<file path="src/hdl/dhcp_rop_pkg.sv">
// package for the dhcp reply option parser
// types, protocol constants and option codes shared by the result interface and the top level
// no dependencies

package dhcp_rop_pkg;

	// message layout
	localparam int unsigned DEF_OPTION_AREA_BYTES = 308;
	localparam int unsigned OPT_BASE              = 240;
	localparam int unsigned ADDR_FIRST            = 16;
	localparam int unsigned ADDR_LAST             = 19;
	localparam int unsigned COOKIE_FIRST          = 236;
	localparam int unsigned COOKIE_LAST           = 239;
	localparam logic [31:0] MAGIC_COOKIE          = 32'h6382_5363;

	// byte values
	localparam logic [7:0] OP_BOOTREPLY = 8'd2;
	localparam logic [7:0] OPT_PAD      = 8'd0;
	localparam logic [7:0] OPT_END      = 8'd255;
	localparam logic [7:0] OPT_MSG_TYPE = 8'd53;
	localparam logic [7:0] MT_OFFER     = 8'd2;
	localparam logic [7:0] MT_ACK       = 8'd5;

	// captured options: subnet mask, router, dns
	localparam int unsigned SLOT_COUNT = 3;
	localparam logic [7:0] SLOT_CODE [SLOT_COUNT] = '{8'd1, 8'd3, 8'd6};
	localparam logic [2:0] CAPTURE_BYTES = 3'd4;

	// option walk phase
	typedef enum logic [1:0] {
		PH_CODE,
		PH_LEN,
		PH_SKIP,
		PH_DONE
	} phase_t;

	// result status
	typedef enum logic [1:0] {
		ST_NOT_REPLY,
		ST_NO_BIND,
		ST_OFFER,
		ST_ACK
	} status_t;

endpackage

</file>
<file path="src/hdl/dhcp_rop_in_if.sv">
// request channel carrying one message byte with its framing marks
// depends on nothing but valid/ready handshake conventions

interface dhcp_rop_in_if;
	logic       valid;
	logic       ready;
	logic [7:0] data_byte;
	logic       first_byte;
	logic       last_byte;

	modport source (output valid, output data_byte, output first_byte, output last_byte,
		input ready);
	modport sink (input valid, input data_byte, input first_byte, input last_byte,
		output ready);
endinterface

</file>
<file path="src/hdl/dhcp_rop_out_if.sv">
// result channel carrying the parse status and the captured addresses
// depends on dhcp_rop_pkg for the status type

interface dhcp_rop_out_if;
	logic                  valid;
	logic                  ready;
	dhcp_rop_pkg::status_t status;
	logic [31:0]           ip_address;
	logic [31:0]           subnet_mask;
	logic [31:0]           gateway;
	logic [31:0]           dns_server;

	modport source (output valid, output status, output ip_address, output subnet_mask,
		output gateway, output dns_server, input ready);
	modport sink (input valid, input status, input ip_address, input subnet_mask,
		input gateway, input dns_server, output ready);
endinterface

</file>
<file path="src/hdl/dhcp_reply_option_parser_top.sv">
// dhcp reply option parser: one byte per request, one result request per message
// result path: an accepted last byte is held in the input register, then the state update
// writes the result register
// throughput: one byte per cycle; a last byte waits in stage 1 only while the previous result is unread
// reset: arst_n clears all message state and empties the input and result registers
// depends on dhcp_rop_pkg, dhcp_rop_in_if and dhcp_rop_out_if

module dhcp_reply_option_parser_top #(
	parameter int unsigned OPTION_AREA_BYTES = dhcp_rop_pkg::DEF_OPTION_AREA_BYTES
) (
	input  logic          clk,
	input  logic          arst_n,
	dhcp_rop_in_if.sink   msg,
	dhcp_rop_out_if.source result
);

	localparam int unsigned AREA_END = dhcp_rop_pkg::OPT_BASE + OPTION_AREA_BYTES;
	localparam int unsigned OFFS_W   = $clog2(AREA_END + 1);
	localparam int unsigned NSLOT    = dhcp_rop_pkg::SLOT_COUNT;

	localparam logic [OFFS_W-1:0] OFFS_END      = OFFS_W'(AREA_END);
	localparam logic [OFFS_W-1:0] OFFS_TYPE_MAX = OFFS_W'(AREA_END - 1);
	localparam logic [OFFS_W-1:0] OFFS_CAP_MAX  = OFFS_W'(AREA_END - 5);
	localparam logic [OFFS_W-1:0] OFFS_BASE     = OFFS_W'(dhcp_rop_pkg::OPT_BASE);

	// input register
	logic       valid_s1;
	logic [7:0] data_s1;
	logic       first_s1;
	logic       last_s1;

	// message state
	logic [OFFS_W-1:0]           offs_q;
	dhcp_rop_pkg::phase_t        phase_q;
	logic [7:0]                  skip_q;
	logic                        reply_q;
	logic                        cookie_ok_q;
	logic [31:0]                 addr_q;
	logic [7:0]                  mtype_q;
	logic                        tpend_q;
	logic [31:0]                 stage_q [NSLOT];
	logic [2:0]                  cnt_q [NSLOT];
	logic [31:0]                 capv_q [NSLOT];

	// next state
	logic [OFFS_W-1:0]           offs_c;
	logic [OFFS_W-1:0]           offs_n;
	dhcp_rop_pkg::phase_t        phase_n;
	logic [7:0]                  skip_n;
	logic                        reply_n;
	logic                        cookie_ok_n;
	logic [31:0]                 addr_n;
	logic [7:0]                  mtype_n;
	logic                        tpend_n;
	logic [31:0]                 stage_n [NSLOT];
	logic [2:0]                  cnt_n [NSLOT];
	logic [31:0]                 capv_n [NSLOT];
	logic [7:0]                  code;
	logic [7:0]                  cookie_byte;

	// result register
	logic                        result_valid_q;
	dhcp_rop_pkg::status_t       status_q;
	logic [31:0]                 ip_q;
	logic [31:0]                 mask_q;
	logic [31:0]                 gw_q;
	logic [31:0]                 dns_q;
	dhcp_rop_pkg::status_t       status_c;

	logic out_free;
	logic s1_fire;

	// handshake: stage 1 stalls only on a last byte whose result slot is busy
	assign out_free  = !result_valid_q || result.ready;
	assign s1_fire   = valid_s1 && (!last_s1 || out_free);
	assign msg.ready = !valid_s1 || s1_fire;

	always_ff @(posedge clk or negedge arst_n) begin
		if (!arst_n) begin
			valid_s1 <= 1'b0;
		end else if (msg.ready) begin
			valid_s1 <= msg.valid;
		end
	end

	always_ff @(posedge clk) begin
		if (msg.ready && msg.valid) begin
			data_s1  <= msg.data_byte;
			first_s1 <= msg.first_byte;
			last_s1  <= msg.last_byte;
		end
	end

	// per-byte state update
	always_comb begin
		// start from held state, or a clean message on the first byte
		if (first_s1) begin
			offs_c      = '0;
			phase_n     = dhcp_rop_pkg::PH_CODE;
			skip_n      = '0;
			reply_n     = 1'b0;
			cookie_ok_n = 1'b1;
			addr_n      = '0;
			mtype_n     = '0;
			tpend_n     = 1'b0;
			for (int k = 0; k < NSLOT; k++) begin
				stage_n[k] = '0;
				cnt_n[k]   = '0;
				capv_n[k]  = '0;
			end
		end else begin
			offs_c      = offs_q;
			phase_n     = phase_q;
			skip_n      = skip_q;
			reply_n     = reply_q;
			cookie_ok_n = cookie_ok_q;
			addr_n      = addr_q;
			mtype_n     = mtype_q;
			tpend_n     = tpend_q;
			for (int k = 0; k < NSLOT; k++) begin
				stage_n[k] = stage_q[k];
				cnt_n[k]   = cnt_q[k];
				capv_n[k]  = capv_q[k];
			end
		end
		code        = skip_n;
		cookie_byte = 8'(dhcp_rop_pkg::MAGIC_COOKIE >> {~offs_c[1:0], 3'b000});

		// fixed header fields
		if (offs_c == '0) begin
			reply_n = (data_s1 == dhcp_rop_pkg::OP_BOOTREPLY);
		end
		if (offs_c >= OFFS_W'(dhcp_rop_pkg::ADDR_FIRST)
				&& offs_c <= OFFS_W'(dhcp_rop_pkg::ADDR_LAST)) begin
			addr_n = {addr_n[23:0], data_s1};
		end
		if (offs_c >= OFFS_W'(dhcp_rop_pkg::COOKIE_FIRST)
				&& offs_c <= OFFS_W'(dhcp_rop_pkg::COOKIE_LAST)
				&& cookie_byte != data_s1) begin
			cookie_ok_n = 1'b0;
		end

		// running four-byte captures
		for (int k = 0; k < NSLOT; k++) begin
			if (cnt_n[k] != '0) begin
				stage_n[k] = {stage_n[k][23:0], data_s1};
				cnt_n[k]   = cnt_n[k] - 3'd1;
				if (cnt_n[k] == '0) begin
					capv_n[k] = stage_n[k];
				end
			end
		end

		// message type byte
		if (tpend_n) begin
			mtype_n = data_s1;
			tpend_n = 1'b0;
		end

		// option walk
		if (offs_c >= OFFS_BASE && offs_c < OFFS_END) begin
			unique case (phase_n)
				dhcp_rop_pkg::PH_CODE: begin
					if (data_s1 == dhcp_rop_pkg::OPT_END) begin
						phase_n = dhcp_rop_pkg::PH_DONE;
					end else if (data_s1 != dhcp_rop_pkg::OPT_PAD) begin
						skip_n  = data_s1;
						phase_n = dhcp_rop_pkg::PH_LEN;
					end
				end
				dhcp_rop_pkg::PH_LEN: begin
					if (code == dhcp_rop_pkg::OPT_MSG_TYPE && offs_c < OFFS_TYPE_MAX) begin
						tpend_n = 1'b1;
					end
					for (int k = 0; k < NSLOT; k++) begin
						if (code == dhcp_rop_pkg::SLOT_CODE[k] && offs_c <= OFFS_CAP_MAX) begin
							stage_n[k] = '0;
							cnt_n[k]   = dhcp_rop_pkg::CAPTURE_BYTES;
						end
					end
					skip_n = data_s1;
					if (data_s1 == '0) begin
						phase_n = dhcp_rop_pkg::PH_CODE;
					end else begin
						phase_n = dhcp_rop_pkg::PH_SKIP;
					end
				end
				dhcp_rop_pkg::PH_SKIP: begin
					if (skip_n != '0) begin
						skip_n = skip_n - 8'd1;
					end
					if (skip_n == '0) begin
						phase_n = dhcp_rop_pkg::PH_CODE;
					end
				end
				dhcp_rop_pkg::PH_DONE: begin
				end
			endcase
		end

		// byte counter saturates past the option area
		offs_n = (offs_c < OFFS_END) ? offs_c + 1'b1 : offs_c;
	end

	// status of a finished message
	always_comb begin
		if (!(offs_n >= OFFS_BASE && cookie_ok_n && reply_n)) begin
			status_c = dhcp_rop_pkg::ST_NOT_REPLY;
		end else if (mtype_n == dhcp_rop_pkg::MT_OFFER) begin
			status_c = dhcp_rop_pkg::ST_OFFER;
		end else if (mtype_n == dhcp_rop_pkg::MT_ACK) begin
			status_c = dhcp_rop_pkg::ST_ACK;
		end else begin
			status_c = dhcp_rop_pkg::ST_NO_BIND;
		end
	end

	// state registers, cleared after the last byte
	always_ff @(posedge clk or negedge arst_n) begin
		if (!arst_n) begin
			offs_q      <= '0;
			phase_q     <= dhcp_rop_pkg::PH_CODE;
			skip_q      <= '0;
			reply_q     <= 1'b0;
			cookie_ok_q <= 1'b1;
			addr_q      <= '0;
			mtype_q     <= '0;
			tpend_q     <= 1'b0;
			for (int k = 0; k < NSLOT; k++) begin
				stage_q[k] <= '0;
				cnt_q[k]   <= '0;
				capv_q[k]  <= '0;
			end
		end else if (s1_fire) begin
			if (last_s1) begin
				offs_q      <= '0;
				phase_q     <= dhcp_rop_pkg::PH_CODE;
				skip_q      <= '0;
				reply_q     <= 1'b0;
				cookie_ok_q <= 1'b1;
				addr_q      <= '0;
				mtype_q     <= '0;
				tpend_q     <= 1'b0;
				for (int k = 0; k < NSLOT; k++) begin
					stage_q[k] <= '0;
					cnt_q[k]   <= '0;
					capv_q[k]  <= '0;
				end
			end else begin
				offs_q      <= offs_n;
				phase_q     <= phase_n;
				skip_q      <= skip_n;
				reply_q     <= reply_n;
				cookie_ok_q <= cookie_ok_n;
				addr_q      <= addr_n;
				mtype_q     <= mtype_n;
				tpend_q     <= tpend_n;
				for (int k = 0; k < NSLOT; k++) begin
					stage_q[k] <= stage_n[k];
					cnt_q[k]   <= cnt_n[k];
					capv_q[k]  <= capv_n[k];
				end
			end
		end
	end

	// result register
	always_ff @(posedge clk or negedge arst_n) begin
		if (!arst_n) begin
			result_valid_q <= 1'b0;
		end else if (s1_fire && last_s1) begin
			result_valid_q <= 1'b1;
		end else if (result.ready) begin
			result_valid_q <= 1'b0;
		end
	end

	always_ff @(posedge clk) begin
		if (s1_fire && last_s1) begin
			status_q <= status_c;
			if (status_c == dhcp_rop_pkg::ST_OFFER || status_c == dhcp_rop_pkg::ST_ACK) begin
				ip_q   <= addr_n;
				mask_q <= capv_n[0];
				gw_q   <= capv_n[1];
				dns_q  <= capv_n[2];
			end else begin
				ip_q   <= '0;
				mask_q <= '0;
				gw_q   <= '0;
				dns_q  <= '0;
			end
		end
	end

	assign result.valid       = result_valid_q;
	assign result.status      = status_q;
	assign result.ip_address  = ip_q;
	assign result.subnet_mask = mask_q;
	assign result.gateway     = gw_q;
	assign result.dns_server  = dns_q;

`ifndef SYNTHESIS
	// a result only appears after a last byte went through stage 1
	a_result_from_last: assert property (@(posedge clk) disable iff (!arst_n)
		$rose(result_valid_q) |-> $past(valid_s1 && last_s1))
		else $error("result without a last byte");

	// unbound results carry no addresses
	a_unbound_zero: assert property (@(posedge clk) disable iff (!arst_n)
		result_valid_q && (status_q == dhcp_rop_pkg::ST_NOT_REPLY
			|| status_q == dhcp_rop_pkg::ST_NO_BIND)
		|-> ip_q == '0 && mask_q == '0 && gw_q == '0 && dns_q == '0)
		else $error("unbound result with nonzero address");

	// the byte counter stops at the end of the option area
	a_offs_sat: assert property (@(posedge clk) disable iff (!arst_n)
		offs_q <= OFFS_END)
		else $error("byte counter past the option area");

	// an empty input register always takes a request
	a_in_ready: assert property (@(posedge clk) disable iff (!arst_n)
		!valid_s1 |-> msg.ready)
		else $error("input stalled while stage 1 is empty");
`endif

endmodule
</file>
<file path="src/flat_wrapper.sv">
// flat-port wrapper written by rule: the top's interface ports become plain ports
module dhcp_reply_option_parser_top_flat 
#(
	parameter int unsigned OPTION_AREA_BYTES = dhcp_rop_pkg::DEF_OPTION_AREA_BYTES
)
  (clk, arst_n, msg_valid, msg_data_byte, msg_first_byte, msg_last_byte, msg_ready, result_valid, result_status, result_ip_address, result_subnet_mask, result_gateway, result_dns_server, result_ready);
  dhcp_rop_in_if msg_i ();
  dhcp_rop_out_if result_i ();
  input  logic clk;
  input  logic arst_n;
  input wire logic [$bits(msg_i.valid)-1:0] msg_valid;
  input wire logic [$bits(msg_i.data_byte)-1:0] msg_data_byte;
  input wire logic [$bits(msg_i.first_byte)-1:0] msg_first_byte;
  input wire logic [$bits(msg_i.last_byte)-1:0] msg_last_byte;
  output wire logic [$bits(msg_i.ready)-1:0] msg_ready;
  output wire logic [$bits(result_i.valid)-1:0] result_valid;
  output wire logic [$bits(result_i.status)-1:0] result_status;
  output wire logic [$bits(result_i.ip_address)-1:0] result_ip_address;
  output wire logic [$bits(result_i.subnet_mask)-1:0] result_subnet_mask;
  output wire logic [$bits(result_i.gateway)-1:0] result_gateway;
  output wire logic [$bits(result_i.dns_server)-1:0] result_dns_server;
  input wire logic [$bits(result_i.ready)-1:0] result_ready;
  assign msg_i.valid = msg_valid;
  assign msg_i.data_byte = msg_data_byte;
  assign msg_i.first_byte = msg_first_byte;
  assign msg_i.last_byte = msg_last_byte;
  assign msg_ready = msg_i.ready;
  assign result_valid = result_i.valid;
  assign result_status = result_i.status;
  assign result_ip_address = result_i.ip_address;
  assign result_subnet_mask = result_i.subnet_mask;
  assign result_gateway = result_i.gateway;
  assign result_dns_server = result_i.dns_server;
  assign result_i.ready = result_ready;
  dhcp_reply_option_parser_top #(.OPTION_AREA_BYTES(OPTION_AREA_BYTES)) u_core (.clk(clk), .arst_n(arst_n), .msg(msg_i), .result(result_i));
endmodule
</file>
<file path="config.mk">
export PLATFORM = sky130hd
export DESIGN_NAME = dhcp_reply_option_parser_top_flat
export DESIGN_NICKNAME = d
export VERILOG_FILES = /design/src/hdl/dhcp_rop_pkg.sv /design/src/hdl/dhcp_rop_in_if.sv /design/src/hdl/dhcp_rop_out_if.sv /design/src/hdl/dhcp_reply_option_parser_top.sv /design/src/flat_wrapper.sv
export SDC_FILE = /design/constraint.sdc
export NUM_CORES = 1
export LEC_CHECK = 0
export BUFFER_PORTS_ARGS = -buffer_cell sky130_fd_sc_hd__buf_4
export CAP_MARGIN = 20
export CORE_ASPECT_RATIO = 2
export CORE_MARGIN = 2
export CORE_UTILIZATION = 50
export DETAILED_ROUTE_END_ITERATION = 7
export GPL_TIMING_DRIVEN = 0
export PLACE_DENSITY = 0.83
export SLEW_MARGIN = 5
export SYNTH_ARGS = -nofsm -noshare
export SYNTH_HDL_FRONTEND = slang
export SYNTH_SLANG_ARGS = --single-unit
export TNS_END_PERCENT = 100
</file>
<file path="constraint.sdc">
create_clock -name clk -period 4.7 [get_ports clk]
set_input_delay 0.47 -clock clk [delete_from_list [all_inputs] [get_ports clk]]
set_output_delay 0.47 -clock clk [all_outputs]
set_load 0.03 [all_outputs]
</file>
# == After elaboration in Yosys (flattened, before gate mapping) ==
# Index checks and enable logic that the tools add are counted.
# W data, S select, Z words.
# op_classes
n_addsub,5
order_cmp,9
n_eq_ne,13
n_shift,1
muxes,70
n_bitwise,1
n_reduce_logical,33
# ops
op,count
$mux W96,6
$mux W32,15
$mux W8,11
$mux W9,4
$shr A31 B5 Y8 const A,1
$ge A10 B8 Y1 const B,3
$mux W10,3
$eq A8 B2 Y1 const B,3
$pmux W8 S3,1
$lt A10 B10 Y1 const B,2
$mux W2,10
$mux W3,6
$eq A8 B3 Y1 const B,2
$logic_not A8 Y1,2
$reduce_bool A8 Y1,2
$logic_and A1 B1 Y1,13
$mux W1,13
$add A10 B1 Y10 const B,1
$ge A10 B5 Y1 const B,1
$le A10 B10 Y1 const B,1
$le A10 B5 Y1 const B,1
$le A10 B8 Y1 const B,1
$logic_not A10 Y1,1
$logic_not A3 Y1,3
other kinds (15),26
# word_totals
ff_bits,406
out_inout_bits,132
word_cells,159

# == Logic depth before layout (Yosys ltp) ==
# Gate-level depths: netlist (run 1).
# logic_depth
ltp_word,11
ltp_mapped,14
depth_no_buf,9

# == Least setup slack after synthesis (run 1) ==
# Ideal clock, no wire load.
# synth_timing
path_type,register to register
startpoint,register u_core.last_s1
endpoint,register u_core.dns_q[0] (netlist: u_core.result.dns_server[0]) (enable)
setup_ns,0.506
arrival_time_ns,3.896
required_time_ns,4.194
slack_ns,0.297
path_stages_with_launch,4
path_cell_list,edfxtp_1 -> clkbuf_1 -> clkbuf_1 -> and3_1
# synth_via
elab_chain_len,4
# synth_lines
element,line,source
from (decl),dhcp_reply_option_parser_top.sv:30,logic last_s1;
from (signal assigned),dhcp_reply_option_parser_top.sv:90,last_s1 <= msg.last_byte;
$logic_not A1 Y1,dhcp_reply_option_parser_top.sv:75,assign s1_fire = valid_s1 && (!last_s1 || out_free);
$logic_or A1 B1 Y1,dhcp_reply_option_parser_top.sv:75,
$logic_and A1 B1 Y1,dhcp_reply_option_parser_top.sv:75,
$logic_and A1 B1 Y1 (*),dhcp_reply_option_parser_top.sv:279,if (s1_fire && last_s1) begin
to (signal assigned),dhcp_reply_option_parser_top.sv:285,dns_q <= capv_n[2];
to (decl),dhcp_reply_option_parser_top.sv:67,logic [31:0] dns_q;
# Every way passes the cells marked *; elsewhere a longest branch is shown, timed or not.
# A chain may end at the register's enable or synchronous reset.

# == Worst setup path after layout (run 1) ==
# layout_timing
startpoint,register u_core.first_s1
endpoint,"register u_core.dns_q[11] (netlist: u_core.result.dns_server[11]), data pin"
# layout_via
elab_chain_len,11
word_cells_on_any_way,38
classes_between,2 x add/sub; 4 x order compare; 5 x eq/ne; 1 x shift; 17 x mux; 1 x bitwise; 8 x reduce/logical
# layout_lines
element,line,source
from (decl),dhcp_reply_option_parser_top.sv:29,logic first_s1;
from (signal assigned),dhcp_reply_option_parser_top.sv:89,first_s1 <= msg.first_byte;
"parallel branches: the longest is 11 deep, another holds $add A10 B1 Y10",-,
# Parallel ways; which one is timed is not known.

==> results.md, run 1 <==
* Outcome: completed
* Largest area contributor in the netlist: dfrtp_1
* Clock input transition at the sequential cells of the worst setup and hold paths at ~70 ps
* Count of final setup violators at 0
* Post-DRT Antenna Nets at 0
* Primary flip-flop cell chosen by synthesis mapping: dfrtp_1
* Ratio of final minimum period to clock period at 0.899
* DR iter-0 viols at 1137
* Initial antenna violation count at 0
* Worst vdd rail ir drop at ~0.00036 V
* Setup TNS at 0 ps
* Total via count in the routed design at about 14000
* Measured slew at the worst slew-check pin at roughly 1100 ps
* Drt first pass iters at 8
* Diodes inserted at 0
* TritonCTS buffer count at 35
* Postcts setup bufs at 0
* Post-route insts no fill at ~2200
* Final critical-path required period at around 4200 ps
* DRC violations left at 0
* Place WS at about 42 ps
* Cell total after placement at about 2100
* Total I/O pin count at 146
* Number of placement rows at 98
* Via/cell ratio at about 6.4
* Max-cap violation count at 0
* WS Path Type: reg -> reg
* Fill count at approximately 2900
* Routed wire length at ~50000 um
* Via count of the first global-routing pass at between 10000 and 15000
* Required time worst endpoint at between 5000 and 6000 ps
* Arrival time of data at the critical path endpoint at 4630 ps
* Synth area leaders: dfrtp_1, edfxtp_1, a22o_1
* Most frequent cell after synthesis: dfrtp_1
* Root Buffer Master: clkbuf_16
* I/O Buffers at between 100 and 150
* Worst skew pair latency at roughly 540 ps
* Global-route usage over all layers at 0.260
* Final hold slack at 112 ps
* Die footprint at approximately 0.038 mm^2
* Post-Route Skew at 18.3 ps
* Cell count after synthesis at about 1500
* Wire length of the first global-routing pass at roughly 78000 um
* RSZ-0062 raised after global routing: no
* Detailed-placement wirelength estimate at between 30000 and 40000 um
* Sequential share of the synthesized area at 0.563
* Wire per inst at approximately 23 um
* Maximum net fanout on the critical path at 10
* Leakage power of the design at around 8.8 nW
* Worst setup SP type: flop
* Horizontal die dimension at 139 um
* Kind of path behind the tightest hold check: in -> reg
* Areal power density over the cells at about 320 mW/mm^2
* Number of slew-limit violations in the final report at 0
* Setup WS post-layout at ~470 ps
* Cell area after technology mapping at approximately 0.018 mm^2
* Final Wtd Congestion at 0.900
* Net Count, Synth at about 1500
* Overall overflow remaining after global route at 0
* Net count of the finished layout at 1723
* Async SR Flop Fraction at 0.634
* Fmax achieved at approximately 240 MHz
* Number of library cell types mapped by synthesis at 82
* Number of sinks driven by the clock tree at 382
* Vert. Die Dim at between 200 and 300 um
* TritonCTS clock tree: built
* EDFF count, synth at 140
* Maximum number of pins on one net before global-route repair at 121
* Fraction of final layout cells with drive strength greater than 1 at 0.184
* Floorplan core area at 0.0358 mm^2
* Mean Syn Cell Area at ~12 um^2
* Total number of yosys warnings at 0
* Hold violation total from the final report at 0
* # H-tree levels at 2
* Yosys top cell area share at 0.331
* Slew margin rel. at 0.282
* Layout-stage area growth over the synthesis result at 15.7%
* Yosys reg bits at around 380
* List of most frequent post-synthesis cells: dfrtp_1, a22o_1, edfxtp_1
* Initial cell density of the core at 0.509
* Maximum buffer depth of the clock tree at 3
* Endpoint kind of the worst setup timing path: flop
## cell usage in the layout (no fill, tap or decap), types with 19 or more instances in the layout
cell type,n
o21ai_0,49
mux2i_1,99
a22o_1,181
clkbuf_16,37
nor4b_2,20
ha_1,19
a22oi_1,65
nand2_1,66
clkbuf_1,93
nor3_1,108
dfrtp_1,241
buf_2,36
nor2_1,31
buf_4,147
edfxtp_1,140
inv_1,21
and3_1,103
## critical path: stages, from the launching register on
cell and delay [ps]:
edfxtp_1 440, buf_2 220, clkbuf_1 270, clkbuf_2 360
nor2b_1 300, ha_1 360, nand4b_4 160, or3_1 360
a221o_1 380, o211ai_4 490, buf_2 330, clkbuf_2 210
and3_1 190
## state kept, by name, summed over array words and instances, names as in the netlist, 8 cells and up
signal	flops
u_core.skip_q	8
u_core.capv_q	96
u_core.addr_q	32
u_core.result.ip_address	32
u_core.stage_q	72
u_core.data_s1	8
u_core.cnt_q	9
u_core.result.subnet_mask	32
u_core.result.gateway	32
u_core.result.dns_server	32
u_core.offs_q	10
u_core.mtype_q	8
## path summary, 6_finish.rpt
| check | start | endpoint | slack (ps) | depth (start not counted) |
|---|---|---|---|---|
| hold reg to reg | u_core.cnt_q[2] | u_core.cnt_q[2] | 480 | 2 |
| min in group asynchronous | arst_n | u_core.addr_q[24] | 330 | 2 |
| max in group asynchronous | arst_n | u_core.capv_q[51] | 3050 | 4 |
| setup reg to reg | u_core.first_s1 | u_core.result.dns_server[11] | 470 | 12 |
| setup / recovery | u_core.first_s1 | u_core.result.dns_server[11] | 470 | 12 |
| hold / removal | msg_data_byte[7] | u_core.data_s1[7] | 110 | 1 |
## cells by family (layout without fill, tap and decap cells)
kind of cell | Yosys count | after routing | share of synthesized area
buffers and inverters | 173 | 383 | 0.0410
and+or+nand+nor | 434 | 434 | 0.155
AOI/OAI and AO/OA | 390 | 390 | 0.169
DFF | 382 | 382 | 0.563
muxes | 99 | 99 | 0.0544
adders and majority gates | 19 | 19 | 0.0131
xor gates and xnor gates | 8 | 8 | 0.00385
## cell type report
class	instances	area, um^2	share of cell area
plain buffers	150	663	0.0315
clock buffers	45	956	0.0454
clock inverters	17	135	0.00641
inverters	22	82.6	0.00392
multi-input cells	950	7220	0.343
flip-flops and latches	382	10300	0.487
well taps	450	563	0.0267
repair buffers	149	1190	0.0564
## stage by stage
stage                     power (mW)  utilization  instance area [um^2]
after CTS                       6.86        0.588                 21100
after floorplan                 3.87            -                 18200
final                           6.83        0.588                 21100
after global placement          4.08        0.555                 19900
after detailed placement        4.09        0.557                 20000
after global routing            7.00        0.588                 21100
## routing by layer
metal  part of all wire  vias up  global-route usage
li1                   -     6150                   -
met1               0.34     6921               0.275
met2               0.53      553               0.473
met3              0.054      213              0.0367
met4              0.076        0               0.180
met5                  0        -                   0
## repair_timing
item	4_1_cts	5_1_grt
hold buffers	1	0
gates resized for setup	0	5
endpoints found under the hold margin	4	0
endpoints found under the setup margin	0	52
## report_power, final
part,internal [mW],switching (mW)
registers,3.51,0.0223
logic,0.118,0.377
clock network,1.51,1.29
(Power assumes the default switching activity.)
==> run 2, diff against run 1 <==
- GPL_TIMING_DRIVEN: 0 -> 1
==> run 2 against run 1 <==
  * The flow now finishes with violations (negative hold slack)
  * Power is 2.0% higher
  * Critical path depth is 3 lower
  * Global-route usage is 1.0 points lower
  * Hold slack worse by 140 ps
  * Highest routed layer unchanged
  * Core utilization is 0.67 points lower
  * First-iteration DRC count is 2.0% lower
  * Sequential share of layout area is 0.56 points higher
==> results.md, run 2 (same netlist as run 1, synthesis figures left out) <==
* Outcome: finished with violations
* Failing checks: negative hold slack
* Worst setup SP type: flop
* Leakage power of the design at 8.71 nW (-1.2%)
* TritonCTS buffer count at 34 (-2.9%)
* Root Buffer Master: clkbuf_16
* Worst Setup EP: u_core.result.dns_server[20]
* Most common cell after layout, fill and taps aside: dfrtp_1
* Initial antenna violation count at 0 (unchanged)
* Die footprint at 0.0381 mm^2 (unchanged)
* Diodes inserted at 0 (unchanged)
* Endpoint of the lowest-slack register-to-register path: u_core.result.dns_server[20]
* Slew margin rel. at 0.237 (-0.0454)
* Detailed-placement wirelength estimate at 31500 um (-11%)
* Setup WS post-layout at 1030 ps (+554 ps)
* Clock input transition at the sequential cells of the worst setup and hold paths at 60 ps (about the same)
* Kind of path behind the tightest hold check: in -> async
* Via count of the first global-routing pass at 13645 (-2.5%)
* Maximum number of pins on one net before global-route repair at 109 (-9.9%)
* Endpoint kind of the worst setup timing path: flop
* Maximum buffer depth of the clock tree at 3 (unchanged)
* Kind of cell adding the most delay to the critical path: simple AND/OR/NAND/NOR gates
* Fraction of final layout cells with drive strength greater than 1 at 0.195 (+0.0109)
* Max reg flops at 96 (unchanged)
* Post-DRT Antenna Nets at 0 (unchanged)
* Fmax achieved at 272 MHz (+15%)
* Number of cell instances on the worst register-to-register path at 9 (-3)
* DR iter-0 viols at 1114 (-2.0%)
* RSZ-0062 raised after global routing: no
* Final Wtd Congestion at 1.02 (+14%)
* Crit. path cell count at 9 (-3)
* TritonCTS clock tree: built
* Ratio of final minimum period to clock period at 0.781 (-0.118)
* I/O Buffers at 145 (unchanged)
* Wire length of the first global-routing pass at 76200 um (-2.2%)
* Worst vdd rail ir drop at 0.000236 V (-33%)
* Commonest non-fill, non-tap cells in the layout: dfrtp_1, buf_4, a22o_1
* Number of buffers inserted by hold repair at cts at 0 (-1)
* Postcts setup bufs at 0 (unchanged)
* Required time worst endpoint at 4980 ps (-120 ps)
* Largest registers: u_core.capv_q (96), u_core.stage_q (72)
* Post-Route Skew at 20.7 ps (+2.38 ps)
* Register bank with the most flops: u_core.capv_q
* Floorplan core area at 0.0358 mm^2 (unchanged)
* Initial cell density of the core at 0.509 (unchanged)
* Global-route usage over all layers at 0.250 (-0.0101)
* Measured slew at the worst slew-check pin at 1140 ps (+75.9 ps)
* Total via count in the routed design at 13514 (-2.3%)
* Timing startpoint of the critical path: u_core.first_s1
* Library cell contributing the largest single delay on the critical path: and3b_2
* Wire per inst at 23.4 um (+0.83%)
* Vert. Die Dim at 274 um (unchanged)
* Number of slew-limit violations in the final report at 0 (unchanged)
* Place WS at 1060 ps (+1020 ps)
* Routed wire length at 48300 um (-4.1%)
* Final critical-path required period at 3670 ps (-554 ps)
* Worst skew pair latency at 540 ps (about the same)
* R2R Path Start: u_core.first_s1
* Final hold slack at -23.6 ps (-135 ps)
* Number of sinks driven by the clock tree at 382 (unchanged)
* Max-cap violation count at 0 (unchanged)
* Library cell appearing most often on the critical path: ha_1
* Hold violation total from the final report at 8 (+8)
* Count of buffering cells on the critical path with inverters included at 2 (-3)
* Areal power density over the cells at 334 mW/mm^2 (+3.2%)
* Net count of the finished layout at 1616 (-6.2%)
* Via/cell ratio at 6.56 (+2.7%)
* Horizontal die dimension at 139 um (unchanged)
* WS Path Type: reg -> reg
* Cell-by-cell listing of the critical path: inv_2 > nand2_1 > ha_1 > ha_1 > and3b_2 > buf_4 > mux2i_1 > nor3_1 > and3_1
* Setup TNS at 0 ps (unchanged)
* Drt first pass iters at 8 (unchanged)
* Worst-case register-to-register setup slack at 1030 ps (+550 ps)
* Layout-stage area growth over the synthesis result at 14.4%
* Maximum net fanout on the critical path at 25 (+15)
* Post-CTS sizing at 0 (unchanged)
* Final Power at 6.96 mW (+2.0%)
* Number of placement rows at 98 (unchanged)
* Largest stage delay on the critical path at 730 ps (+240 ps)
* DRC violations left at 0 (unchanged)
* Overall overflow remaining after global route at 0 (unchanged)
* Arrival time of data at the critical path endpoint at 3950 ps (-680 ps)
* Total I/O pin count at 146 (unchanged)
* # H-tree levels at 2 (unchanged)
* Count of final setup violators at 0 (unchanged)
run 2: cell count changes in the layout (fill, tap and decap cells not counted), sizes merged:
cell / previous run / this run
buf: 202 / 193
bufinv: 1 / 4
clkbuf: 141 / 44
clkinv: 8 / 11
clkinvlp: 4 / 0
dlygate4sd3: 1 / 0
inv: 26 / 25
run 2: cell type report:
type,instances,area (um^2)
flip-flops and latches,382,10300
fillers,2815,15000
clock inverters,18,195
clock buffers,44,972
well taps,450,563
repair buffers,193,1510
multi-input cells,950,7250
inverters,22,82.6
run 2: routing by layer:
metal | vias up | global-route usage | part of all wire | wire length [um]
li1 | 5940 | - | - | -
met2 | 551 | 0.448 | 0.53 | 25700
met1 | 6853 | 0.286 | 0.36 | 17300
met4 | 0 | 0.153 | 0.063 | 3050
met5 | - | 0 | 0 | 0
met3 | 170 | 0.0262 | 0.047 | 2260
run 2: worst register-to-register path, cell delays in order (launching register included):
cell and delay [ps]:
edfxtp_1 690, inv_2 440, nand2_1 170, ha_1 250
ha_1 280, and3b_2 730, buf_4 360, mux2i_1 220
nor3_1 60, and3_1 220
run 2: worst min path at each step:
stage | slack (ps) | start | to | cells after the start
2_1_floorplan | 170 | arst_n | u_core.addr_q[0] | 0
3_3_place_gp | 460 | u_core.cnt_q[8] | u_core.cnt_q[8] | 2
3_5_place_dp | 480 | u_core.cnt_q[8] | u_core.cnt_q[8] | 2
4_1_cts | 10 | arst_n | u_core.addr_q[2] | 1
5_1_grt | 50 | arst_n | u_core.addr_q[22] | 1
6_report | -20 | arst_n | u_core.addr_q[28] | 1
run 2: metrics by stage:
step           instance area, um^2  hold slack [ps]  utilization  cells
2_1_floorplan                18200              174            -   1505
3_3_place_gp                 19600              462        0.548   1995
3_5_place_dp                 19600              475        0.548   1995
4_1_cts                      20800             12.1        0.581   2057
5_1_grt                      20800             46.7        0.582   2059
6_report                     20800            -23.6        0.582   2059
run 2: where the power goes:
group	leakage, nW	switching, mW	total (mW)	internal (mW)
Clock	0.579	1.25	2.95	1.69
Sequential	4.76	0.0492	3.56	3.51
Combinational	3.37	0.346	0.461	0.115
Total	8.71	1.65	6.96	5.32
